**src/design/assert_macros.svh**
```systemverilog
// Assertion macros shared by the RTL
`ifndef ASSERT_MACROS_SVH
`define ASSERT_MACROS_SVH
// Implication checked on every rising clock edge outside reset
`define ASSERT_IMPL(label, ante, cons) \
  label: assert property (@(posedge clk) disable iff (!rst_n) (ante) |-> (cons)) \
    else $error("assertion failed");
// Next-cycle implication checked outside reset
`define ASSERT_NEXT(label, ante, cons) \
  label: assert property (@(posedge clk) disable iff (!rst_n) (ante) |=> (cons)) \
    else $error("assertion failed");
`endif

```
**src/design/tsw_ram.sv**
```systemverilog
// Generic single-port RAM with registered read
module tsw_ram #(
  parameter int Width = 16,
  parameter int Depth = 256
) (
  input  logic                     clk,
  input  logic                     we,
  input  logic [$clog2(Depth)-1:0] addr,
  input  logic [Width-1:0]         wdata,
  output logic [Width-1:0]         rdata
);
  logic [Width-1:0] mem [Depth];

  always_ff @(posedge clk) begin
    if (we) begin
      mem[addr] <= wdata;
    end
    rdata <= mem[addr];
  end
endmodule

```
**config.mk**
```make
export PLATFORM = sky130hd
export DESIGN_NAME = tsw_ram
export DESIGN_NICKNAME = d
export VERILOG_FILES = /design/src/design/assert_macros.svh /design/src/design/tsw_ram.sv
export SDC_FILE = /design/constraint.sdc
export NUM_CORES = 2
export LEC_CHECK = 0
export BUFFER_PORTS_ARGS = -buffer_cell sky130_fd_sc_hd__buf_2
export CAP_MARGIN = 15
export CORE_ASPECT_RATIO = 1.1
export CORE_MARGIN = 1
export CORE_UTILIZATION = 65
export DETAILED_ROUTE_END_ITERATION = 10
export MAX_ROUTING_LAYER = met4
export PLACE_DENSITY = 0.86
export SLEW_MARGIN = 20
export SYNTH_ARGS = -nofsm -noshare
export SYNTH_HDL_FRONTEND = slang
export SYNTH_SLANG_ARGS = --single-unit
```
**constraint.sdc**
```tcl
create_clock -name clk -period 8.55 [get_ports clk]
set_input_delay 0.855 -clock clk [delete_from_list [all_inputs] [get_ports clk]]
set_output_delay 0.855 -clock clk [all_outputs]
set_load 0.005 [all_outputs]
```
==> results.json <==
{
  "post_cts_buffers": 0,
  "synth.most_common_cell": "edfxtp_1",
  "synth_top_area_share_pct": 79.1,
  "intPower_uw": 32000,
  "cts_tree": "done",
  "drive_above_1_share_pct": 27.9,
  "yosys_warnings": 0,
  "synth_edf_count": 4096,
  "syn_inst": 6727,
  "setup_slack_ns": 3.39,
  "seqPwrFrac_pct": 53.5,
  "place_ws_ns": 3.18,
  "crit_required_ns": 9.27,
  "gp_congestion": 0.890,
  "postCtsResizedCells": 0,
  "skew_ns": 0.0666,
  "avgSynthCellArea_um2": 23.1,
  "clk_path_buf_depth": 4,
  "synth_ff_type": "edfxtp_1",
  "synth_common_cells": "edfxtp_1 (4096), mux4_2 (1024), a22oi_1 (512)",
  "critPathArrivalTime_ns": 5.88,
  "synthesis.area_mm2": 0.155,
  "crit_slowest_cell": "o41ai_2",
  "fp.dieH_um": 515,
  "layout-area-overhead-vs-synth_pct": 11.6,
  "drc": 0,
  "placed_area_mm2": 0.161,
  "ys_types": 22,
  "hold_class": "in -> reg",
  "violations": "max-capacitance violations, max-slew violations",
  "grt_pass1_vias": 83964,
  "status": "complete, but fails checks",
  "core_mm2": 0.237,
  "antenna_found_initial": 50,
  "finalMaxSlewViolations": 7,
  "setup_tns_ns": 0,
  "htreeDepth": 5,
  "power.clock.fraction_pct": 41.5,
  "design_area_mm2": 0.173,
  "end_kind": "flop",
  "synth_nets": 6753,
  "synthAdderAreaFrac_pct": 0,
  "final_util_pct": 73.3,
  "vias": 87783,
  "p_leak_uw": 0.0533,
  "grt_start_max_net_pins": 175,
  "drtIter0Drc": 20829,
  "crit_type": "in -> reg",
  "final_nets": 7112,
  "detailed_place_hpwl_mm": 235,
  "synth-compound-area-share_pct": 3.66,
  "cts_hold_repair.buffers": 0,
  "postRouteAntennaNets": 0,
  "die-area_mm2": 0.241,
  "path_common_cell": "buf_4",
  "cts_sinks": 4112,
  "via_per_inst": 8.31,
  "wl_per_cell_um": 49.0,
  "grt_pass1_wl_mm": 675,
  "cpPeakStageDelay_ns": 1.60,
  "grt.overflow.total": 0,
  "rsz0062_at_grt": "false",
  "worst_slew_pin_slew_ns": 1.86,
  "synth_top_family_by_area": "multiplexers",
  "synth-simple-area-share_pct": 0.907,
  "initial_core_util_pct": 65.6,
  "clock_latency_ns": 0.95,
  "synth_xor_xnor_area_share_pct": 0,
  "async_reset_ff_share_pct": 0,
  "cts_buffers": 372,
  "drt_first_pass_iters": 9,
  "sw_frac_of_total_pct": 23.0,
  "cp_max_fo": 66,
  "p_per_area_mw_per_mm2": 240,
  "drv_cap": 3,
  "ys_seq_area_share_pct": 79.4,
  "synthTopCellsByArea": "edfxtp_1 (79%), mux4_2 (15%), a22oi_1 (2.5%), a21oi_1 (0.82%), clkbuf_1 (0.60%)",
  "switching_power_uw": 9590,
  "finalWirelength_mm": 518,
  "yosysTopAreaCell": "edfxtp_1",
  "p_total_uw": 41600,
  "hold_viol_final": 0,
  "portBuffers": 41,
  "clock-root-buffer": "clkbuf_16",
  "relSlewSlack_pct": -25.4,
  "ir_drop_uv": 183,
  "crit_chain": "buf_8, buf_4, buf_4, mux4_2, a22oi_1, a21oi_1, o41ai_2, nand4_1",
  "rows": 187,
  "synth_seq_cells": 4112,
  "fin_crit_ns": 5.16,
  "max_freq_mhz": 194,
  "synthMuxAreaShare_pct": 14.8,
  "period_share_pct": 60.3,
  "track_usage_pct": 42.3,
  "path_clk_slew_ns": 0.07,
  "ios": 42,
  "worst_setup_path_start_kind": "primary input",
  "die_w_um": 468,
  "power_frac_comb_pct": 4.9,
  "setup_viol": 0
}
==> path summary, 6_finish.rpt <==
kind | from | endpoint | slack, ns | depth (start not counted)
hold / removal | wdata[7] | mem[149][7]$_DFFE_PP_ | 0.34 | 1
setup / recovery | addr[1] | rdata[15]$_DFF_P_ | 3.39 | 8
hold reg to reg | mem[242][12]$_DFFE_PP_ | rdata[12]$_DFF_P_ | 1.06 | 5
setup reg to reg | mem[107][15]$_DFFE_PP_ | rdata[15]$_DFF_P_ | 4.95 | 5
==> routing by layer <==
metal,track usage [%],vias up,routed length (µm)
met2,63.2,12217,237000
met1,51.0,42551,141000
met3,11.7,3272,86600
met4,28.0,0,54200
met5,-,-,0
li1,-,29743,-
==> power groups by stage <==
| stage | sequential [µW] | clock, µW | combinational, µW |
|---|---|---|---|
| final | 22300 | 17300 | 2050 |
| after global routing | 22300 | 17700 | 2010 |
| after CTS | 22300 | 16900 | 1890 |
| after detailed placement | 22700 | 0 | 1800 |
| after global placement | 22700 | 0 | 1720 |
| after floorplan | 22700 | 0 | 955 |
==> per-stage QoR <==
stage               std cells  hold slack, ns
finish                  10568           0.340
global route            10560           0.357
CTS                     10493           0.387
detailed placement       9821           0.958
global placement         9814           0.905
floorplan                6727           0.819
==> logic make-up after synthesis <==
group           count (synthesis)
mux                          1024
flops                        4112
buf+inv                       421
simple gates                  338
compound gates                832
==> flip-flops by register name, summed over array words and instances (netlist names) <==
signal	count
rdata	16
mem	4096
==> final cells by class <==
type / instances / area [µm²]
diodes: 66 / 165
clock buffers: 461 / 9800
clock inverters: 211 / 2030
fillers: 11336 / 63300
inverters: 1 / 3.75
multi-input cells: 2194 / 30900
flip-flops and latches: 4112 / 123000
well taps: 3118 / 3900
repair buffers: 405 / 3370
==> cells in the final DEF, fill, tap and decap left out, drive strengths merged <==
cell / n
nor2: 232
or3: 1
a21oi: 256
nand2: 28
nand3: 13
clkinv: 148
or2: 2
a22oi: 512
dfxtp: 16
clkbuf: 471
bufinv: 34
inv: 9
mux4: 1024
nor3: 30
buf: 395
clkinvlp: 21
o41ai: 64
nor2b: 7
and2: 3
edfxtp: 4096
nand4: 16
nand2b: 6
diode: 66
==> critical path, delay by kind of cell <==
kind                   cells  cell delay (ns)
multiplexers               1             0.46
buffers and inverters      3             2.13
AND/OR/NAND/NOR            1             0.25
AO/OA/AOI/OAI              3             2.00
(Power assumes the default switching activity.)
