===== src/design/assert_macros.svh =====
// Assertion macros shared by the RTL
`ifndef ASSERT_MACROS_SVH
`define ASSERT_MACROS_SVH
// Implication checked on every rising clock edge outside reset
`define ASSERT_IMPL(label, ante, cons) \
  label: assert property (@(posedge clk) disable iff (!rst_n) (ante) |-> (cons)) \
    else $error("assertion failed");
// Next-cycle implication checked outside reset
`define ASSERT_NEXT(label, ante, cons) \
  label: assert property (@(posedge clk) disable iff (!rst_n) (ante) |=> (cons)) \
    else $error("assertion failed");
`endif


===== src/design/tsw_pkg.sv =====
// Package: constants, types and helper functions of the texture sampler
package tsw_pkg;
  localparam int MaxWidth = 256;
  localparam int MaxHeight = 256;
  localparam int CoordFracBits = 16;
  localparam int WeightFracBits = 8;
  localparam int XBits = $clog2(MaxWidth);
  localparam int YBits = $clog2(MaxHeight);
  localparam int AddrBits = XBits + YBits;
  localparam int StoreDepth = MaxWidth * MaxHeight;
  localparam int SizeBits = 9;
  localparam int WBits = WeightFracBits + 1;

  typedef enum logic [1:0] {
    FUNC_WRITE   = 2'd0,
    FUNC_NEAREST = 2'd1,
    FUNC_BILIN   = 2'd2,
    FUNC_NONE    = 2'd3
  } func_t;

  typedef enum logic {
    CFG_WIDTH  = 1'b0,
    CFG_HEIGHT = 1'b1
  } cfg_idx_t;

  // expand one RGB565 texel into three 8-bit channels (r, g, b)
  function automatic logic [23:0] expand565(input logic [15:0] c);
    logic [4:0] r;
    logic [5:0] g;
    logic [4:0] b;
    r = c[15:11];
    g = c[10:5];
    b = c[4:0];
    return {r, r[4:2], g, g[5:4], b, b[4:2]};
  endfunction
endpackage


===== src/design/tsw_blend.sv =====
// Bilinear blend accumulator: adds one weighted texel per cycle while acc_en is high, then repacks
module tsw_blend (
  input  logic                      clk,
  input  logic                      clear,
  input  logic                      acc_en,
  input  logic [15:0]               texel,
  input  logic [2*tsw_pkg::WBits-1:0] weight,
  output logic [15:0]               color
);
  import tsw_pkg::*;

  localparam int AccBits = 8 + 2 * WBits;

  logic [23:0]        ch;
  logic [AccBits-1:0] acc_r [3];
  logic [AccBits-1:0] acc_nxt [3];
  logic [7:0]         res [3];

  always_comb begin
    ch = expand565(texel);
    for (int k = 0; k < 3; k++) begin
      acc_nxt[k] = (clear ? '0 : acc_r[k]) +
                   AccBits'(ch[23-8*k -: 8]) * AccBits'(weight);
      res[k] = acc_r[k][2*WeightFracBits +: 8];
    end
  end

  always_ff @(posedge clk) begin
    if (acc_en) begin
      for (int k = 0; k < 3; k++) begin
        acc_r[k] <= acc_nxt[k];
      end
    end
  end

  assign color = {res[0][7:3], res[1][7:2], res[2][7:3]};
endmodule


===== config.mk =====
export PLATFORM = sky130hd
export DESIGN_NAME = tsw_blend
export DESIGN_NICKNAME = d
export VERILOG_FILES = /design/src/design/assert_macros.svh /design/src/design/tsw_pkg.sv /design/src/design/tsw_blend.sv
export SDC_FILE = /design/constraint.sdc
export NUM_CORES = 1
export LEC_CHECK = 0
export ABC_AREA = 1
export BUFFER_PORTS_ARGS = -buffer_cell sky130_fd_sc_hd__buf_2
export CELL_PAD_IN_SITES_DETAIL_PLACEMENT = 1
export CELL_PAD_IN_SITES_GLOBAL_PLACEMENT = 1
export CORE_UTILIZATION = 26
export CTS_CLUSTER_DIAMETER = 80
export DETAILED_ROUTE_END_ITERATION = 10
export MAX_ROUTING_LAYER = met4
export PLACE_DENSITY_LB_ADDON = 0.3
export SYNTH_ARGS = -nofsm -noshare
export SYNTH_HDL_FRONTEND = slang
export SYNTH_SLANG_ARGS = --single-unit

===== constraint.sdc =====
create_clock -name clk -period 14.2 [get_ports clk]
set_input_delay 2.84 -clock clk [delete_from_list [all_inputs] [get_ports clk]]
set_output_delay 2.84 -clock clk [all_outputs]
set_load 0.01 [all_outputs]

==> impl_metrics.env <==
export IMPL_die_area_um2=72400
export IMPL_startpoint="clear"
export IMPL_pin_count=53
export IMPL_cp_start_kind="input pin"
export IMPL_tightestPinTransition_ns=1.00
export IMPL_path_max_fanout=38
export IMPL_end_kind="register"
export IMPL_cap_violations=0
export IMPL_clk_latency_ns=0.39
export IMPL_drc_errors=0
export IMPL_synthToLayoutAreaGrowth_pct=7.18
export IMPL_pre_cts_slack_ns=6.00
export IMPL_period_share_pct=54.2
export IMPL_arrival_ns=7.84
export IMPL_finalMaxSlewViolations=0
export IMPL_grt_util_all_layers_pct=17.3
export IMPL_clkTransAtPathRegs_ns=0.07
export IMPL_syn_inst=2480
export IMPL_cts_made_buffers=9
export IMPL_setup_tns_ns=0
export IMPL_placed_cell_area_um2=19600
export IMPL_reg_largest_list="acc_r x72"
export IMPL_tritoncts="yes"
export IMPL_yosysWarnings=0
export IMPL_antenna_found_initial=13
export IMPL_cts_resized_gates=0
export IMPL_ys_ff_latch=72
export IMPL_drt_iter0_drc=579
export IMPL_synth_distinct_cells=31
export IMPL_portBuffers=52
export IMPL_htree_levels=3
export IMPL_start_util_pct=26.4
export IMPL_r2r_start="acc_r[0][68]"
export IMPL_hp_start="acc_r[0][52]"
export IMPL_min_period_ns=7.69
export IMPL_finalSetupViolations=0
export IMPL_top_register="acc_r"
export IMPL_dieHeight_um=269
export IMPL_routedWlPerCell_um=17.1
export IMPL_slew_headroom_pct=33.1
export IMPL_routed_wl_um=58400
export IMPL_synth_net_count=2986
export IMPL_max_freq_mhz=130
export IMPL_syn_area_um2=18600
export IMPL_outcome="finished, final reports clean"
export IMPL_first_pass_iters=4
export IMPL_viasPerCell=4.22
export IMPL_core_area_um2=70300
export IMPL_fin_skew_ns=0.0201
export IMPL_syn_avg_cell_area_um2=7.48
export IMPL_die_w_um=269
export IMPL_final_area_um2=19900
export IMPL_via_count=14400
export IMPL_holdBufCountCts=0
export IMPL_cp_required_ns=14.35
export IMPL_root_buffer="clkbuf_16"
export IMPL_ant_nets=0
export IMPL_place_detailed_hpwl_um=48800
export IMPL_gp_congestion=0.862
export IMPL_fillCellCount=8651
export IMPL_num_rows=97
export IMPL_cts_setup_buffers=0
export IMPL_worst_slack_ns=6.51
export IMPL_hold_violations=0
export IMPL_grt_setup_unrepaired="false"
export IMPL_path_class="input pin to register"
export IMPL_drive_gt1_share_pct=3.66
export IMPL_clock_sinks=72
export IMPL_final_nets=2959
export IMPL_hold_path_class="register to register"
export IMPL_clockBufferDepth=2
export IMPL_first_global_vias=16600
export IMPL_gr_total_overflow=0
export IMPL_largest_register_ffs=72
export IMPL_synth_seq_area_share_pct=11.7
export IMPL_grt_pass1_wl_um=93800
export IMPL_grt_max_degree=39
cells in the mapped netlist:
library cell    n  area, um^2
buf_1          10        37.5
nand3_2         5        50.1
edfxtp_1       72        2160
nand4_1        15        93.8
nor3_2          3        30.0
nor2_1        126         473
o21ai_1         1        5.00
xnor2_1        11        96.3
nand3b_1        7        52.6
xor2_1         35         307
buf_2          16        80.1
fa_1          345        6910
nand2_1       694        2610
a21oi_1        29         145
inv_1         821        3080
ha_1          124        1550
buf_6           2        22.5
a31oi_1         1        6.26
nor3_1          3        15.0
clkbuf_1       48         180
o21ai_2         1        8.76
nor2_2          4        25.0
nand2_2         4        25.0
o21bai_2        1        11.3
a21o_1          1        7.51
o21bai_1       11        82.6
inv_2           4        15.0
o21ai_0         3        15.0
and2_1          3        18.8
buf_4          16         120
nand3_1        64         320
layout by cell type, fill, tap and decap left out, types with 29 or more instances in the layout:
master and instances:
nand2_1 694, a21oi_1 29, nor2_1 126, edfxtp_1 72
ha_1 124, nand3_1 64, fa_1 345, xor2_1 35
inv_1 821, buf_2 51
layer usage:
layer  global-route usage (%)  wire length, um  vias up
met5                        -                0        -
met4                     4.26             1160        0
met3                     2.54             2160       50
met2                     28.2            27800      156
met1                     22.4            27300     7284
li1                         -                -     6884
final cells by class:
| type | instances | area [um^2] | area share (%) |
|---|---|---|---|
| antenna | 12 | 30.0 | 0.151 |
| tap | 940 | 1180 | 5.92 |
| multi-input combinational | 1491 | 12900 | 64.6 |
| sequential | 72 | 2160 | 10.9 |
| clock inverter | 6 | 60.1 | 0.302 |
| inverter | 825 | 3100 | 15.6 |
| clock buffer | 10 | 229 | 1.15 |
| timing repair buffer | 54 | 278 | 1.40 |
final timing paths:
check | to | slack (ns) | depth (start not counted)
worst max-delay path | acc_r[0][75] | 6.51 | 20
worst min-delay path | acc_r[0][52] | 0.67 | 3
worst min register to register | acc_r[0][52] | 0.67 | 3
worst max register to register | acc_r[0][75] | 9.87 | 17
worst max-delay path, cell delays in order:
cell and delay (ns):
buf_2 0.09, buf_4 0.29, inv_2 0.79, nand2_1 0.23, fa_1 0.60, inv_1 0.06
fa_1 0.49, fa_1 0.55, inv_1 0.06, fa_1 0.50, inv_1 0.06, ha_1 0.37
a21oi_1 0.25, nor2_1 0.07, nor2_1 0.17, nor2_1 0.07, nor2_1 0.15, nand2_1 0.08
nand2_1 0.05, nand2_1 0.04
stage by stage:
stage,util (%),hold WS (ns),std cells
floorplan,-,0.638,2480
global placement,27.8,0.653,3382
detailed placement,27.8,0.664,3382
CTS,28.3,0.677,3398
global route,28.3,0.690,3407
finish,28.3,0.670,3410
kinds of logic (layout without fill, tap and decap cells):
kind of cell | after synthesis | in the layout | synth area share [%]
other cells | 0 | 12 | 0
flops | 72 | 72 | 11.7
compound gates | 48 | 48 | 1.52
simple gates | 928 | 928 | 20.0
xor+xnor | 46 | 46 | 2.17
fa+ha+maj | 469 | 469 | 45.6
buf+inv | 917 | 895 | 19.1
Power is left out: the tool's default activity adds up to more than one toggle a clock period on the data nets, which glitch-free logic cannot reach.
