File: src/design/assert_macros.svh
// Assertion macros shared by the RTL
`ifndef ASSERT_MACROS_SVH
`define ASSERT_MACROS_SVH
// Implication checked on every rising clock edge outside reset
`define ASSERT_IMPL(label, ante, cons) \
  label: assert property (@(posedge clk) disable iff (!rst_n) (ante) |-> (cons)) \
    else $error("assertion failed");
// Next-cycle implication checked outside reset
`define ASSERT_NEXT(label, ante, cons) \
  label: assert property (@(posedge clk) disable iff (!rst_n) (ante) |=> (cons)) \
    else $error("assertion failed");
`endif

File: src/design/tsw_pkg.sv
// Package: constants, types and helper functions of the texture sampler
package tsw_pkg;
  localparam int MaxWidth = 256;
  localparam int MaxHeight = 256;
  localparam int CoordFracBits = 16;
  localparam int WeightFracBits = 8;
  localparam int XBits = $clog2(MaxWidth);
  localparam int YBits = $clog2(MaxHeight);
  localparam int AddrBits = XBits + YBits;
  localparam int StoreDepth = MaxWidth * MaxHeight;
  localparam int SizeBits = 9;
  localparam int WBits = WeightFracBits + 1;

  typedef enum logic [1:0] {
    FUNC_WRITE   = 2'd0,
    FUNC_NEAREST = 2'd1,
    FUNC_BILIN   = 2'd2,
    FUNC_NONE    = 2'd3
  } func_t;

  typedef enum logic {
    CFG_WIDTH  = 1'b0,
    CFG_HEIGHT = 1'b1
  } cfg_idx_t;

  // expand one RGB565 texel into three 8-bit channels (r, g, b)
  function automatic logic [23:0] expand565(input logic [15:0] c);
    logic [4:0] r;
    logic [5:0] g;
    logic [4:0] b;
    r = c[15:11];
    g = c[10:5];
    b = c[4:0];
    return {r, r[4:2], g, g[5:4], b, b[4:2]};
  endfunction
endpackage

File: src/design/tsw_clear.sv
// Post-reset clearing sweep of the texel store
module tsw_clear (
  input  logic                        clk,
  input  logic                        rst_n,
  output logic                        active,
  output logic [tsw_pkg::AddrBits-1:0] addr
);
  import tsw_pkg::*;

  logic [AddrBits-1:0] addr_r, addr_nxt;
  logic                act_r, act_nxt;

  always_comb begin
    addr_nxt = addr_r + AddrBits'(1);
    act_nxt  = act_r && (addr_r != AddrBits'(StoreDepth - 1));
  end

  always_ff @(posedge clk) begin
    if (!rst_n) begin
      addr_r <= '0;
      act_r  <= 1'b1;
    end else if (act_r) begin
      addr_r <= addr_nxt;
      act_r  <= act_nxt;
    end
  end

  assign active = act_r;
  assign addr = addr_r;
endmodule

File: config.mk
export PLATFORM = sky130hd
export DESIGN_NAME = tsw_clear
export DESIGN_NICKNAME = d
export VERILOG_FILES = /design/src/design/assert_macros.svh /design/src/design/tsw_pkg.sv /design/src/design/tsw_clear.sv
export SDC_FILE = /design/constraint.sdc
export NUM_CORES = 1
export LEC_CHECK = 0
export BUFFER_PORTS_ARGS = -buffer_cell sky130_fd_sc_hd__buf_2
export CORE_ASPECT_RATIO = 1.2
export CORE_MARGIN = 1.5
export CORE_UTILIZATION = 45
export DETAILED_ROUTE_END_ITERATION = 8
export GPL_TIMING_DRIVEN = 0
export PLACE_DENSITY = 0.72
export REMOVE_ABC_BUFFERS = 1
export SLEW_MARGIN = 10
export SYNTH_ARGS = -nofsm -noshare
export SYNTH_HDL_FRONTEND = slang
export SYNTH_SLANG_ARGS = --single-unit
export TNS_END_PERCENT = 100
File: constraint.sdc
create_clock -name clk -period 1.44 [get_ports clk]
set_clock_uncertainty 0.15 [all_clocks]
set_input_delay 0 -clock clk [delete_from_list [all_inputs] [get_ports clk]]
set_output_delay 0 -clock clk [all_outputs]
set_load 0.005 [all_outputs]
==> key figures, run 1 <==
Floorplanning
  • Ports: 19
  • Die Y-Extent: 48.7 um
  • Die width: 41.1 um
  • Num rows: 16
  • Starting Density: between 40% and 50%
  • Die area: about 2000 sq um
  • Core box area: 1640 sq um

Place
  • Final Wtd Congestion: ~0.7
  • Placed Instances: about 120
  • DP Area: between 800 and 900 sq um
  • Port Buffer Count: 18
  • HPWL after DPL: a little over 1000 um

CTS
  • # clock sinks: 17
  • CTS clk-pin slew, worst paths: 0.10 ns
  • H-tree depth: 1
  • CTS tree: done
  • Root Driver: clkbuf_4
  • Later-pin clock latency in the skew report: just under 0.3 ns
  • TritonCTS Buffers: 3
  • Longest Clk Path Bufs: 2

Cells and area
  • Multi-input combinational cell area: approximately 490 sq um
  • Cell area after layout: approximately 1200 sq um
  • N_diodes: 0
  • Area Growth Syn to Fin: 48.3%
  • Layout cells sized above 1: 52.1%
  • Fill count: roughly 120
  • Layout Nets: between 100 and 150
  • Register Area: between 300 and 400 sq um
  • Final Instance Count excl. Fillers: roughly 140
  • Final core occ: between 70% and 80%

GRT
  • Initial antenna violation count: 0
  • First-pass GRT wire length: ~3000 um
  • Grt ovf: 0
  • Largest net degree at the start of global routing: 18
  • Vias in the first global route: approximately 700
  • All-layer global routing usage: 20.6%

Worst setup path
  • Slowest stage delay, CP: approximately 0.37 ns
  • Critical path fanouts, max: 4
  • Slowest stage cell, crit path: dfxtp_4
  • CP endpoint kind: flop
  • Crit start category: flop
  • Crit path arrival time: around 1.6 ns
  • Crit path kind: reg2reg
  • CP required: 1.48 ns
  • CP cell instances: nand4_1 > buf_4 > nor4_2 > xnor2_1 > and2_1

Power and ir drop
  • Final Power: 789 uW
  • Psw: 188 uW
  • Sequential share of power: 60.3%
  • Clk network pwr share: about a third
  • VDD IR max: around 0.48 mV
  • Pwr per Cell Area: 678 nW/um^2
  • Sw frac: between 20% and 30%
  • Combinational Power Share: about 7.0%
  • Leakage power: 0.515 nW
  • Power Internal: 601 uW

Detailed routing
  • Via count: 776
  • Drt initial violations: 13
  • Final WL: about 1900 um
  • Post-route ant nets: 0
  • Routed length per placed instance: about 13 um
  • DR vias/cell: ~5.6
  • # DRC: 0
  • 1st-pass router iterations: 4

Synth
  • Synth warnings: 0
  • Post-Syn Area: around 800 sq um
  • Flops & latches, synth: 17
  • Post-synthesis sequential area ratio: between 40% and 50%
  • Number of distinct library cells after synthesis: 23
  • XOR/XNOR Fraction of Synth Area: about 16%
  • Synth Area in Simple Gates: between 30 and 40%
  • Post-synthesis mux area share: 1.28%
  • Adder-cell share of the synthesized area: approximately 1.6%
  • Synth Area per Inst: between 9 and 10 sq um
  • Largest family of logic cells by synthesized area: simple AND/OR/NAND/NOR gates
  • Post-synthesis compound-gate area fraction: under 10%
  • Synth Instances: 84

Timing
  • RSZ-0062 raised after global routing: true
  • Slew of the pin with the lowest slew margin: around 0.26 ns
  • Max Transition Viols Final: 0
  • Final hold viol count: 0
  • Fin Hold WS: 0.374 ns
  • Tcrit/Tclk final: 111%
  • Fmax: about 630 MHz
  • Final setup violating endpoints: 4
  • Minimum clock period: about 1.6 ns
  • Final worst slack: -0.158 ns
  • Slew headroom: slightly above 80%

Run status
  • Outcome: finished with violations
  • Failing checks: setup timing

Min path
  • Hold WC Path Type: reg2reg

Run
  • Max cap viols: 0
[synthesized netlist by cell type (all sizes together)]
cell type | instances | share of area, %
a21boi | 1 | 0.96
and2 | 13 | 10
and3 | 2 | 1.6
and4 | 2 | 2.4
buf | 1 | 0.64
clkbuf | 2 | 0.96
dfxtp | 17 | 43
ha | 1 | 1.6
inv | 1 | 0.48
mux2i | 1 | 1.3
nand2 | 5 | 2.4
nand3 | 5 | 3.2
nand4 | 8 | 7.2
nor2 | 1 | 0.48
nor2b | 2 | 1.6
nor3 | 1 | 0.64
nor4 | 2 | 1.6
o21ai | 2 | 1.3
or3 | 3 | 2.4
xnor2 | 11 | 12
xor2 | 3 | 3.3
[sequential cells by signal, indices dropped and copies added, names as in the netlist]
register,count
addr,16
active,1
[final cells by class]
class / instances / share of cell area [%]
well taps: 18 / 1.94
clock buffers: 3 / 1.94
flip-flops and latches: 17 / 32.7
repair buffers: 36 / 20.5
inverters: 1 / 0.323
multi-input cells: 63 / 42.2
clock inverters: 1 / 0.430
[critical path, delay by kind of cell (launching register included)]
family,cells,cell delay (ns)
xor gates and xnor gates,1,0.10
and+or+nand+nor,3,0.66
buffers and inverters,1,0.21
DFF,1,0.37
[layout by cell type (no fill, tap or decap), types with 2 or more instances in the layout]
cell / Yosys / routed
buf_2: 1 / 18
buf_4: 0 / 14
and2_1: 13 / 13
xnor2_1: 11 / 11
dfxtp_4: 0 / 9
nand4_1: 7 / 7
nand2_1: 5 / 5
nand3_1: 5 / 5
dfxtp_2: 0 / 5
xor2_1: 3 / 3
dfxtp_1: 17 / 3
clkbuf_4: 0 / 3
buf_6: 0 / 3
and3_4: 0 / 2
nor2b_1: 2 / 2
nor4_2: 0 / 2
or3_1: 3 / 2
[through the flow]
stage          worst slack (ns)  setup TNS [ns]
5_1_grt                  -0.214          -0.660
3_3_place_gp             -0.229           -1.25
6_report                 -0.158          -0.382
3_5_place_dp             -0.254           -1.42
2_1_floorplan            -0.114          -0.302
4_1_cts                  -0.101          -0.273
[cell families after synthesis]
group,after synthesis
AOI/OAI and AO/OA,3
buffers and inverters,4
xor gates and xnor gates,14
DFF,17
muxes,1
adders and majority gates,1
and+or+nand+nor,44
[final timing paths]
kind         slack, ns  cells past startpoint                  start                     to
min               0.37                      2  addr[15]$_SDFFE_PN0P_  addr[15]$_SDFFE_PN0P_
max              -0.16                      5   addr[2]$_SDFFE_PN0P_  addr[14]$_SDFFE_PN0P_
max reg2reg      -0.16                      5   addr[2]$_SDFFE_PN0P_  addr[14]$_SDFFE_PN0P_
min reg2reg       0.37                      2  addr[15]$_SDFFE_PN0P_  addr[15]$_SDFFE_PN0P_
[what timing repair did]
| action | 4_1_cts | 5_1_grt |
|---|---|---|
| gates resized for setup | 24 | 15 |
| buffers inserted | 10 | 7 |
| endpoints found under the hold margin | 17 | 0 |
| hold buffers | 1 | 0 |
| setup endpoints to repair | 12 | 10 |
| pin swaps | 6 | 7 |
[power by group through the flow]
stage	Clock (mW)	Combinational, mW	Sequential, mW
2_1_floorplan	0	0.0180	0.497
5_1_grt	0.285	0.0647	0.477
3_5_place_dp	0	0.0354	0.497
4_1_cts	0.260	0.0461	0.481
6_report	0.258	0.0553	0.476
3_3_place_gp	0	0.0347	0.497
[per-layer routing]
metal | track usage [%] | up-vias | share of wire (%)
li1 | - | 367 | -
met1 | 23.1 | 378 | 43
met2 | 34.6 | 25 | 51
met3 | 4.59 | 6 | 4.1
met4 | 9.14 | 0 | 2.5
met5 | 0 | - | 0
No activity file was read; power rests on OpenSTA's default activity.
==> run 2, diff against run 1 <==
--- a/config.mk
+++ b/config.mk
@@ -8,10 +8,9 @@
 export BUFFER_PORTS_ARGS = -buffer_cell sky130_fd_sc_hd__buf_2
 export CORE_ASPECT_RATIO = 1.2
 export CORE_MARGIN = 1.5
-export CORE_UTILIZATION = 45
+export CORE_UTILIZATION = 40
 export DETAILED_ROUTE_END_ITERATION = 8
 export GPL_TIMING_DRIVEN = 0
-export PLACE_DENSITY = 0.72
 export REMOVE_ABC_BUFFERS = 1
 export SLEW_MARGIN = 10
 export SYNTH_ARGS = -nofsm -noshare
==> run 2 against run 1 <==
The run still ends with setup timing left. Register-to-register slack better by 0.07 ns. Fmax is 4.4% higher. Sequential share of layout area is 0.90 points higher. Sequential power hardly changed. First-iteration DRC count is 46% lower. Combinational power is 15% lower. Final area is 2.4% lower. Largest cell class unchanged. Count of clock-buffer cells in the layout is 1 higher. Critical path depth is 1 lower.
==> key figures, run 2 (synthesis gave the netlist of run 1 again) <==
GRT
  • Largest net degree at the start of global routing: 18 (unchanged)
  • Initial antenna violation count: 0 (unchanged)
  • Vias in the first global route: 601 (-16%)
  • Grt ovf: 0 (unchanged)
  • First-pass GRT wire length: 2650 um (-11%)
  • All-layer global routing usage: 15.9% (-4.7 points)

Worst setup path
  • Slowest stage cell, crit path: or3_4
  • Critical path fanouts, max: 3 (-1)
  • Crit start category: flop
  • CP endpoint kind: flop
  • CP cell instances: nand4_4 > or3_4 > or3_1 > a21boi_1
  • Crit path kind: reg2reg
  • CP required: 1.51 ns (+0.03 ns)
  • Crit path arrival time: 1.60 ns (-0.04 ns)
  • Slowest stage delay, CP: 0.39 ns (+0.02 ns)

CTS
  • H-tree depth: 1 (unchanged)
  • Root Driver: clkbuf_4
  • CTS tree: done
  • Longest Clk Path Bufs: 2 (unchanged)
  • CTS clk-pin slew, worst paths: 0.10 ns (about the same)
  • TritonCTS Buffers: 3 (unchanged)
  • # clock sinks: 17 (unchanged)
  • Later-pin clock latency in the skew report: 0.29 ns (about the same)

Place
  • Post-place setup slack: -0.236 ns (+0.0179 ns)
  • Final Wtd Congestion: 0.714 (-0.59%)
  • Placed Instances: 118 (+0.85%)
  • DP Area: 886 sq um (+0.14%)
  • Port Buffer Count: 18 (unchanged)

Cells and area
  • Multi-input combinational cell area: 507 sq um (+3.3%)
  • Fill count: 162 (+32%)
  • Final Instance Count excl. Fillers: 135 (-2.9%)
  • Final core occ: 61.4% (-9.5 points)
  • Commonest non-fill, non-tap cell in the layout: buf_2
  • Cell area after layout: 1140 sq um (-2.4%)
  • Area Growth Syn to Fin: 44.8%
  • Layout Nets: 120 (-4.0%)
  • Register Area: 382 sq um (+0.33%)
  • Max reg flops: 16 (unchanged)
  • Layout cells sized above 1: 51.7% (-0.34 points)
  • Most frequent cells in the layout: buf_2 (18), and2_1 (13), xnor2_1 (11), buf_4 (11), dfxtp_4 (9)
  • N_diodes: 0 (unchanged)

Power and ir drop
  • VDD IR max: 0.496 mV (+4.3%)
  • Leakage power: 0.504 nW (-2.0%)
  • Pwr per Cell Area: 686 nW/um^2 (+1.2%)
  • Final Power: 780 uW (-1.2%)

Floorplanning
  • Ports: 19 (unchanged)
  • Starting Density: 42.4% (-5.4 points)
  • Core box area: 1850 sq um (+13%)
  • Num rows: 17 (+1)
  • Die Y-Extent: 51.5 um (+5.7%)
  • Die area: 2240 sq um (+12%)
  • Die width: 43.4 um (+5.6%)

Timing
  • Fmax: 653 MHz (+4.4%)
  • RSZ-0062 raised after global routing: true
  • Final hold viol count: 0 (unchanged)
  • Setup TNS: -0.196 ns (+0.186 ns)
  • Max Transition Viols Final: 0 (unchanged)
  • Slew headroom: 80.0% (-2.3 points)
  • Fin Hold WS: 0.367 ns (-0.00771 ns)
  • Tcrit/Tclk final: 106% (-4.7 points)
  • Minimum clock period: 1.53 ns (-0.0672 ns)
  • Final worst slack: -0.0905 ns (+0.0672 ns)
  • Final setup violating endpoints: 4 (unchanged)
  • Slew of the pin with the lowest slew margin: 0.298 ns (+0.0336 ns)

Detailed routing
  • 1st-pass router iterations: 4 (unchanged)
  • # DRC: 0 (unchanged)
  • DR vias/cell: 5.24 (-6.1%)
  • Drt initial violations: 7 (-6)
  • Final WL: 1710 um (-8.4%)
  • Post-route ant nets: 0 (unchanged)
  • Via count: 708 (-8.8%)
  • Routed length per placed instance: 12.7 um (-5.7%)

Run
  • Max cap viols: 0 (unchanged)

Run status
  • Failing checks: setup timing
  • Outcome: finished with violations

Min path
  • Hold WC Path Type: reg2reg
run 2: path summary, 6_finish.rpt:
| kind | end | slack [ns] | from | cells after the start |
|---|---|---|---|---|
| worst max-delay path | addr[15]$_SDFFE_PN0P_ | -0.09 | addr[7]$_SDFFE_PN0P_ | 4 |
| worst min-delay path | addr[15]$_SDFFE_PN0P_ | 0.37 | addr[15]$_SDFFE_PN0P_ | 2 |
| worst max register to register | addr[15]$_SDFFE_PN0P_ | -0.09 | addr[7]$_SDFFE_PN0P_ | 4 |
| worst min register to register | addr[15]$_SDFFE_PN0P_ | 0.37 | addr[15]$_SDFFE_PN0P_ | 2 |
run 2: routing by layer:
layer	share of wire, %	vias up	global-route usage, %
met5	0	-	0
met4	0.53	0	6.06
met3	3.4	2	4.17
met2	45	16	25.4
met1	51	333	20.4
li1	-	357	-
run 2: final cells by class:
cell class | instances | share of cell area [%]
Multi-Input combinational cell | 63 | 44.6
Sequential cell | 17 | 33.6
Timing Repair Buffer | 31 | 17.1
Clock buffer | 4 | 2.31
Tap cell | 19 | 2.09
Inverter | 1 | 0.330
run 2: power by group:
part	switching (mW)	leakage (nW)	internal [mW]
Clock	0.149	0.0150	0.107
Combinational	0.0213	0.343	0.0259
Sequential	0.0104	0.147	0.465
run 2: repair_timing:
item | CTS | global route
setup buffers | 10 | 2
resized for setup | 28 | 14
setup endpoints to repair | 12 | 10
endpoints found under the hold margin | 17 | 0
hold buffers | 1 | 0
pin swaps | 8 | 4
run 2: critical path: cells and delay by family, from the launching register on:
kind	cells	cell delay [ns]
DFF	1	0.38
and+or+nand+nor	3	0.82
AOI/OAI and AO/OA	1	0.12
