--- src/design/assert_macros.svh ---
// Assertion macros shared by the RTL
`ifndef ASSERT_MACROS_SVH
`define ASSERT_MACROS_SVH
// Implication checked on every rising clock edge outside reset
`define ASSERT_IMPL(label, ante, cons) \
  label: assert property (@(posedge clk) disable iff (!rst_n) (ante) |-> (cons)) \
    else $error("assertion failed");
// Next-cycle implication checked outside reset
`define ASSERT_NEXT(label, ante, cons) \
  label: assert property (@(posedge clk) disable iff (!rst_n) (ante) |=> (cons)) \
    else $error("assertion failed");
`endif

--- src/design/tsw_pkg.sv ---
// Package: constants, types and helper functions of the texture sampler
package tsw_pkg;
  localparam int MaxWidth = 256;
  localparam int MaxHeight = 256;
  localparam int CoordFracBits = 16;
  localparam int WeightFracBits = 8;
  localparam int XBits = $clog2(MaxWidth);
  localparam int YBits = $clog2(MaxHeight);
  localparam int AddrBits = XBits + YBits;
  localparam int StoreDepth = MaxWidth * MaxHeight;
  localparam int SizeBits = 9;
  localparam int WBits = WeightFracBits + 1;

  typedef enum logic [1:0] {
    FUNC_WRITE   = 2'd0,
    FUNC_NEAREST = 2'd1,
    FUNC_BILIN   = 2'd2,
    FUNC_NONE    = 2'd3
  } func_t;

  typedef enum logic {
    CFG_WIDTH  = 1'b0,
    CFG_HEIGHT = 1'b1
  } cfg_idx_t;

  // expand one RGB565 texel into three 8-bit channels (r, g, b)
  function automatic logic [23:0] expand565(input logic [15:0] c);
    logic [4:0] r;
    logic [5:0] g;
    logic [4:0] b;
    r = c[15:11];
    g = c[10:5];
    b = c[4:0];
    return {r, r[4:2], g, g[5:4], b, b[4:2]};
  endfunction
endpackage

--- src/design/tsw_axis.sv ---
// Per-axis coordinate wrap: nearest index, bilinear indices and weight (registered)
module tsw_axis (
  input  logic                          clk,
  input  logic                          load,
  input  logic [31:0]                   coord,
  input  logic [tsw_pkg::SizeBits-1:0]  size,
  output logic [tsw_pkg::SizeBits-1:0]  near_idx,
  output logic [tsw_pkg::SizeBits-1:0]  i0,
  output logic [tsw_pkg::SizeBits-1:0]  i1,
  output logic [tsw_pkg::WBits-1:0]     wt
);
  import tsw_pkg::*;

  localparam int ProdBits = CoordFracBits + SizeBits + 1;

  logic [ProdBits-1:0]       prod, t;
  logic [SizeBits:0]         ip;
  logic [SizeBits-1:0]       i0_c, i1_c;
  logic [SizeBits-1:0]       near_r, i0_r, i1_r, near_nxt, i0_nxt, i1_nxt;
  logic [WBits-1:0]          wt_r, wt_nxt;

  always_comb begin
    prod = ProdBits'(coord[CoordFracBits-1:0]) * ProdBits'(size);
    near_nxt = prod[CoordFracBits +: SizeBits];
    t = prod + ProdBits'(1 << (CoordFracBits - 1));
    ip = t[CoordFracBits +: SizeBits+1];
    // ip is in 0..size: ip==0 wraps to size-1
    i0_c = (ip == '0) ? size - SizeBits'(1) : ip[SizeBits-1:0] - SizeBits'(1);
    i1_c = (i0_c + SizeBits'(1) == size) ? '0 : i0_c + SizeBits'(1);
    i0_nxt = i0_c;
    i1_nxt = i1_c;
    wt_nxt = {1'b0, t[CoordFracBits-1 -: WeightFracBits]};
  end

  always_ff @(posedge clk) begin
    if (load) begin
      near_r <= near_nxt;
      i0_r   <= i0_nxt;
      i1_r   <= i1_nxt;
      wt_r   <= wt_nxt;
    end
  end

  assign near_idx = near_r;
  assign i0 = i0_r;
  assign i1 = i1_r;
  assign wt = wt_r;
endmodule

--- config.mk ---
export PLATFORM = sky130hd
export DESIGN_NAME = tsw_axis
export DESIGN_NICKNAME = d
export VERILOG_FILES = /design/src/design/assert_macros.svh /design/src/design/tsw_pkg.sv /design/src/design/tsw_axis.sv
export SDC_FILE = /design/constraint.sdc
export NUM_CORES = 1
export LEC_CHECK = 0
export BUFFER_PORTS_ARGS = -buffer_cell sky130_fd_sc_hd__buf_2
export CORE_AREA = 2 2 146 148
export CTS_CLUSTER_DIAMETER = 60
export CTS_CLUSTER_SIZE = 25
export DETAILED_ROUTE_END_ITERATION = 6
export DIE_AREA = 0 0 148 150
export PLACE_DENSITY = 0.61
export SLEW_MARGIN = 20
export SYNTH_ARGS = -nofsm -noshare
export SYNTH_HDL_FRONTEND = slang
export SYNTH_SLANG_ARGS = --single-unit
--- constraint.sdc ---
create_clock -name clk -period 10.4 [get_ports clk]
set_input_delay 1.04 -clock clk [delete_from_list [all_inputs] [get_ports clk]]
set_output_delay 1.04 -clock clk [all_outputs]
set_load 0.01 [all_outputs]
==> impl_metrics.env, run 1 <==
export IMPL_status="completed"
export IMPL_synth_largest_area_cell="fa_1"
export IMPL_routabilityCongestion=0.886
export IMPL_vias_per_cell=5.13
export IMPL_drt_wl_total_mm=18.2
export IMPL_drive_gt1_share_pct=13.4
export IMPL_ys_ff_latch=35
export IMPL_postSynthAreaPerCell_um2=8.87
export IMPL_cts_sinks=35
export IMPL_cp_arrival_ns=9.88
export IMPL_start_kind="input pin"
export IMPL_grt_antenna_before_repair=2
export IMPL_min_path_type="input pin to flip-flop"
export IMPL_ctsLongestPathBuffers=2
export IMPL_dr_pass1_iters=5
export IMPL_fin_cells=1125
export IMPL_areaGrowthSynthToFinish_pct=10.9
export IMPL_multi_input_area_mm2=0.00537
export IMPL_fmax_ghz=0.101
export IMPL_die_h_um=150
export IMPL_period_needed_ns=9.88
export IMPL_grt_max_degree=36
export IMPL_nFillCells=2150
export IMPL_postCtsResizedCells=0
export IMPL_slew_headroom_pct=31.9
export IMPL_die_w_um=148
export IMPL_ios=79
export IMPL_track_usage_pct=17.3
export IMPL_cts_buffers_inserted=5
export IMPL_ys_seq_area_share_pct=14.8
export IMPL_yosys_warnings=0
export IMPL_synth_ff_type="edfxtp_1"
export IMPL_hold_path_depth=1
export IMPL_rsz0062_at_grt="false"
export IMPL_layout_commonest_cell="inv_1"
export IMPL_synth_area_leaders="fa_1 (28%), edfxtp_1 (15%), ha_1 (7.8%)"
export IMPL_max_cap_violations=0
export IMPL_grt_pass1_vias=6014
export IMPL_detail_route_wl_per_cell_um=16.1
export IMPL_slowest_delay_ns=0.61
export IMPL_grt_pass1_wl_mm=30.9
export IMPL_register_area_mm2=0.00105
export IMPL_finalNetCount=1034
export IMPL_ys_types=78
export IMPL_port_buffers=61
export IMPL_core_area_mm2=0.0207
export IMPL_initial_utilization_pct=34.3
export IMPL_setup_tns_final_ns=0
export IMPL_place_inst=1114
export IMPL_htree_levels=2
export IMPL_cts_root_buf="clkbuf_16"
export IMPL_tritoncts="done"
export IMPL_syn_nets=984
export IMPL_tightest_slew_ns=1.01
export IMPL_slowest_stage="or4_4"
export IMPL_cp_end_kind="flip-flop"
export IMPL_drtIter0Drc=324
export IMPL_hold_viol_final=0
export IMPL_synth_edf_count=35
export IMPL_whs_ns=1.39
export IMPL_netlist_area_mm2=0.00709
export IMPL_drc=0
export IMPL_final_cell_mix="inv_1 (134), nand2_1 (98), fa_1 (98)"
export IMPL_cp_required_ns=10.40
export IMPL_antenna_cells=0
export IMPL_path_max_fanout=16
export IMPL_rows=53
export IMPL_grt_overflow=0
export IMPL_ant_nets=0
export IMPL_period_share_pct=95.0
export IMPL_setup_viol=0
export IMPL_path_clk_slew_ns=0.05
export IMPL_critPathKind="input pin to flip-flop"
export IMPL_synthCells=799
export IMPL_fp_dieArea_mm2=0.0222
export IMPL_yosys_area_top_type_share_pct=27.7
export IMPL_place_hpwl_mm=14.8
export IMPL_synthArstFlopShare_pct=0
export IMPL_final_max_slew_viol_count=0
export IMPL_via_count=5773
## Yosys cell counts (2+ instances only)
cell,instances
ha_1,44
xnor2_1,24
a211oi_1,3
fa_1,98
xnor3_1,3
edfxtp_1,35
a31oi_1,6
a41oi_1,9
nand3_1,16
a21o_1,12
buf_1,3
or3_1,4
a21oi_1,34
nand2_1,98
a211o_1,6
and2_1,85
a311o_1,2
xor2_1,10
inv_1,134
nand3_2,2
a2bb2oi_1,2
nor2_1,18
or2_2,3
buf_2,2
nand2b_1,4
nor3_1,10
o21bai_1,2
o21ai_0,18
and3_1,5
a21bo_2,2
o2bb2ai_1,2
o2111a_1,2
nor3b_2,2
nand4_1,15
a311oi_1,2
o211ai_1,6
o21a_1,3
clkbuf_1,27
buf_4,4
o21ai_1,3
nor4_1,2
## worst max-delay path: cells and delay by family
kind | cells | cell delay, ns
adder cells (fa/ha/maj) | 7 | 2.95
AND/OR/NAND/NOR | 13 | 3.15
XOR/XNOR | 1 | 0.43
AO/OA/AOI/OAI | 7 | 1.44
buffers and inverters | 6 | 0.83
## state kept, by name (all words and copies together) (netlist names)
register and cells:
wt 8, i1 9, i0 9, near_idx 9
## logic make-up (layout without fill, tap and decap cells)
family	Yosys count	after routing	synth area share [%]
buf+inv	172	223	9.48
fa+ha+maj	142	142	35.4
mux	1	1	0.141
other cells	1	1	0.0529
simple gates	278	278	21.3
compound gates	133	133	13.6
flops	35	35	14.8
xor+xnor	37	37	5.15
## metrics by stage
step	setup WS [ns]	area (um^2)	utilization, %
after floorplan	0.622	7090	-
after CTS	0.550	7840	37.9
after global placement	0.366	7700	37.2
after detailed placement	0.307	7700	37.2
after global routing	0.0497	7860	38.0
final	0.521	7860	38.0
## routing by layer
metal	vias to the layer above	routed length, um	GRT usage, %
met2	131	8850	29.7
li1	2726	-	-
met4	0	221	2.71
met3	17	919	1.98
met5	-	0	0
met1	2899	8170	23.9
## repair_timing
action                     in CTS  in global routing
buffers inserted                0                  3
hold buffers                    0                  0
setup endpoints to repair       0                  5
## final cells by class
class / count / area share [%]
multi-input cells: 592 / 68.3
flip-flops and latches: 35 / 13.4
inverters: 134 / 6.40
repair buffers: 81 / 5.79
well taps: 275 / 4.38
clock buffers: 6 / 1.64
clock inverters: 2 / 0.159
## worst paths after layout
check | end | start | slack [ns]
setup / recovery | i1[4] | size[2] | 0.52
hold / removal | i1[0] | load | 1.39
Power of run 1 is left out: the tool's default activity adds up to more than one toggle a clock period on the data nets, which glitch-free logic cannot reach.
==> run 2, diff against run 1 <==
--- a/config.mk
+++ b/config.mk
@@ -11,7 +11,7 @@
 export CTS_CLUSTER_SIZE = 25
 export DETAILED_ROUTE_END_ITERATION = 6
 export DIE_AREA = 0 0 148 150
-export PLACE_DENSITY = 0.61
+export PLACE_DENSITY_LB_ADDON = 0.3
 export SLEW_MARGIN = 20
 export SYNTH_ARGS = -nofsm -noshare
 export SYNTH_HDL_FRONTEND = slang
==> impl_metrics.env, run 2 (synthesis gave the netlist of run 1 again) <==
export IMPL_status="completed"
export IMPL_max_cap_violations=0
export IMPL_cp_end_kind="flip-flop"
export IMPL_final_cell_area_mm2=0.00787
export IMPL_areaGrowthSynthToFinish_pct=11.0
export IMPL_fin_cells=1126
export IMPL_setup_ws_ns=0.559
export IMPL_worstHoldStart="load"
export IMPL_grt_pass1_wl_mm=31.0
export IMPL_dr_pass1_iters=5
export IMPL_grt_overflow=0
export IMPL_track_usage_pct=17.4
export IMPL_rows=53
export IMPL_grt_pass1_vias=6060
export IMPL_fp_dieArea_mm2=0.0222
export IMPL_die_w_um=148
export IMPL_period_share_pct=94.6
export IMPL_register_area_mm2=0.00105
export IMPL_tightest_slew_ns=1.06
export IMPL_cts_root_buf="clkbuf_16"
export IMPL_drive_gt1_share_pct=13.6
export IMPL_start_kind="input pin"
export IMPL_fmax_ghz=0.102
export IMPL_nFillCells=2176
export IMPL_path_clk_slew_ns=0.05
export IMPL_ios=79
export IMPL_slew_headroom_pct=29.1
export IMPL_core_area_mm2=0.0207
export IMPL_grt_max_degree=36
export IMPL_cts_buffers_inserted=5
export IMPL_die_h_um=150
export IMPL_slowest_delay_ns=0.60
export IMPL_finalNetCount=1035
export IMPL_period_needed_ns=9.84
export IMPL_via_count=5698
export IMPL_htree_levels=2
export IMPL_critPathKind="input pin to flip-flop"
export IMPL_grt_antenna_before_repair=1
export IMPL_cp_arrival_ns=9.84
export IMPL_multi_input_area_mm2=0.00537
export IMPL_tritoncts="done"
export IMPL_setup_tns_final_ns=0
export IMPL_min_path_type="input pin to flip-flop"
export IMPL_ant_nets=0
export IMPL_rsz0062_at_grt="false"
export IMPL_layout_commonest_cell="inv_1"
export IMPL_cts_sinks=35
export IMPL_cp_required_ns=10.40
export IMPL_setup_viol=0
export IMPL_slowest_stage="or4_4"
export IMPL_detail_route_wl_per_cell_um=16.1
export IMPL_place_inst=1116
export IMPL_final_cell_mix="inv_1 (134), nand2_1 (98), fa_1 (98)"
export IMPL_routabilityCongestion=0.895
export IMPL_initial_utilization_pct=34.3
export IMPL_place_hpwl_mm=14.6
export IMPL_final_max_slew_viol_count=0
export IMPL_startpoint="size[7]"
export IMPL_path_max_fanout=16
export IMPL_placed_area_mm2=0.00771
export IMPL_vias_per_cell=5.06
export IMPL_port_buffers=61
export IMPL_drt_wl_total_mm=18.1
export IMPL_hold_viol_final=0
export IMPL_drc=0
export IMPL_ctsLongestPathBuffers=2
export IMPL_drtIter0Drc=288
export IMPL_post_place_ws_ns=0.276
export IMPL_antenna_cells=0
==> run 2: cell types whose count changed in the layout (fill, tap and decap cells not counted), sizes merged <==
| cell | previous run | this run |
|---|---|---|
| buf | 81 | 82 |
==> run 2: worst max-delay path, delay by kind of cell <==
family	cells	cell delay, ns
AOI/OAI and AO/OA	7	1.20
adders and majority gates	7	3.03
and+or+nand+nor	14	3.36
xor gates and xnor gates	1	0.35
buffers and inverters	6	0.84
==> run 2: timing repair <==
action                                  4_1_cts  5_1_grt
endpoints found under the setup margin        0        9
buffers inserted                              0        2
hold buffers                                  0        0
endpoints found under the hold margin         0        0
resized for setup                             0        1
==> run 2: cell type report <==
cell class	count	area share [%]
inverters	134	6.39
clock buffers	6	1.64
flip-flops and latches	35	13.4
clock inverters	2	0.159
repair buffers	82	5.88
well taps	275	4.37
multi-input cells	592	68.2
==> run 2: routing by layer <==
layer,up-vias,global-route usage [%],routed length (um)
met3,15,2.35,759
met1,2838,23.3,8370
li1,2727,-,-
met5,-,0,12
met2,116,30.6,8760
met4,2,2.43,200
==> run 2: per-stage QoR <==
stage | utilization, % | hold WS [ns]
after detailed placement | 37.3 | 1.45
after floorplan | - | 1.15
after global routing | 38.1 | 1.44
after CTS | 38.0 | 1.41
final | 38.1 | 1.39
after global placement | 37.3 | 1.45
==> run 2: worst paths after layout <==
check,to,slack (ns),depth (start not counted)
worst max-delay path,i1[7],0.56,35
worst min-delay path,i1[5],1.39,1
Power of run 2 is left out for the same reason.
==> run 3, diff against run 2 <==
--- a/config.mk
+++ b/config.mk
@@ -5,7 +5,7 @@
 export SDC_FILE = /design/constraint.sdc
 export NUM_CORES = 1
 export LEC_CHECK = 0
-export BUFFER_PORTS_ARGS = -buffer_cell sky130_fd_sc_hd__buf_2
+export BUFFER_PORTS_ARGS = -buffer_cell sky130_fd_sc_hd__buf_4
 export CORE_AREA = 2 2 146 148
 export CTS_CLUSTER_DIAMETER = 60
 export CTS_CLUSTER_SIZE = 25
==> impl_metrics.env, run 3 (synthesis gave the netlist of run 1 again) <==
export IMPL_final_cell_mix="inv_1 (134), nand2_1 (98), fa_1 (98)"
export IMPL_grt_pass1_wl_mm=30.2
export IMPL_fp_dieArea_mm2=0.0222
export IMPL_period_share_pct=92.7
export IMPL_finalNetCount=1034
export IMPL_grt_overflow=0
export IMPL_grt_antenna_before_repair=1
export IMPL_tightest_slew_ns=1.05
export IMPL_slowest_delay_ns=0.60
export IMPL_postCtsHoldBufs=0
export IMPL_path_clk_slew_ns=0.05
export IMPL_ctsLongestPathBuffers=2
export IMPL_cts_buffers_inserted=5
export IMPL_layout_commonest_cell="inv_1"
export IMPL_path_buf_inv=6
export IMPL_port_buffers=61
export IMPL_min_to="i0[0]"
export IMPL_path_max_fanout=19
export IMPL_place_hpwl_mm=14.4
export IMPL_setup_viol=0
export IMPL_cp_arrival_ns=9.64
export IMPL_cts_sinks=35
export IMPL_final_max_slew_viol_count=0
export IMPL_status="completed"
export IMPL_worstHoldStart="load"
export IMPL_slowest_stage="or4_4"
export IMPL_die_h_um=150
export IMPL_setup_tns_final_ns=0
export IMPL_core_area_mm2=0.0207
export IMPL_vias_per_cell=5.05
export IMPL_rsz0062_at_grt="false"
export IMPL_track_usage_pct=17.0
export IMPL_cp_required_ns=10.40
export IMPL_hold_viol_final=0
export IMPL_min_path_type="input pin to flip-flop"
export IMPL_hold_path_depth=1
export IMPL_grt_pass1_vias=5813
export IMPL_drive_gt1_share_pct=13.4
export IMPL_drtIter0Drc=301
export IMPL_cts_root_buf="clkbuf_16"
export IMPL_ios=79
export IMPL_die_w_um=148
export IMPL_initial_utilization_pct=34.3
export IMPL_critPathTopFamily="simple AND/OR/NAND/NOR gates"
export IMPL_postCtsResizedCells=0
export IMPL_rows=53
export IMPL_routabilityCongestion=0.873
export IMPL_htree_levels=2
export IMPL_tritoncts="done"
export IMPL_cp_end_kind="flip-flop"
export IMPL_via_count=5682
export IMPL_max_cap_violations=0
export IMPL_start_kind="input pin"
export IMPL_areaGrowthSynthToFinish_pct=13.1
export IMPL_critPathKind="input pin to flip-flop"
export IMPL_dr_pass1_iters=5
export IMPL_detail_route_wl_per_cell_um=16.1
export IMPL_grt_max_degree=36
export IMPL_drc=0
export IMPL_slew_headroom_pct=29.3
export IMPL_period_needed_ns=9.64
export IMPL_fmax_ghz=0.104
export IMPL_drt_wl_total_mm=18.1
export IMPL_ant_nets=0
export IMPL_post_cts_buffers=0
## run 3: how the worst max path moves through the flow
stage          depth (start not counted)  slack [ns]  endpoint     from
4_1_cts                               35        0.77     i1[6]  size[8]
6_report                              35        0.76     i1[6]  size[8]
2_1_floorplan                         37        0.62     i1[0]  size[7]
3_5_place_dp                          35        0.53     i1[6]  size[8]
3_3_place_gp                          34        0.56     i1[7]  size[8]
5_1_grt                               35        0.22     i1[1]  size[8]
## run 3: per-stage QoR
stage / std cells / hold slack, ns / util [%] / setup slack (ns) / cell area (um^2)
4_1_cts: 1125 / 1.24 / 38.7 / 0.773 / 8010
3_3_place_gp: 1117 / 1.45 / 38.1 / 0.555 / 7870
3_5_place_dp: 1117 / 1.45 / 38.1 / 0.531 / 7870
5_1_grt: 1125 / 1.26 / 38.7 / 0.220 / 8010
2_1_floorplan: 799 / 1.15 / - / 0.622 / 7090
6_report: 1126 / 1.24 / 38.7 / 0.762 / 8020
## run 3: metal layers
metal	wire (um)	up-vias	part of all wire, %	GRT usage, %
li1	-	2733	-	-
met4	403	0	2.2	4.29
met2	8490	122	47	28.5
met1	8390	2808	46	23.4
met5	0	-	0	0
met3	843	19	4.7	1.95
## run 3: area by class of cell
class / count / area, um^2
sequential: 35 / 1050
antenna: 1 / 2.50
inverter: 134 / 503
timing repair buffer: 81 / 608
fill: 2131 / 12700
clock buffer: 6 / 129
clock inverter: 2 / 12.5
tap: 275 / 344
multi-input combinational: 592 / 5370
Power of run 3 is left out for the same reason.
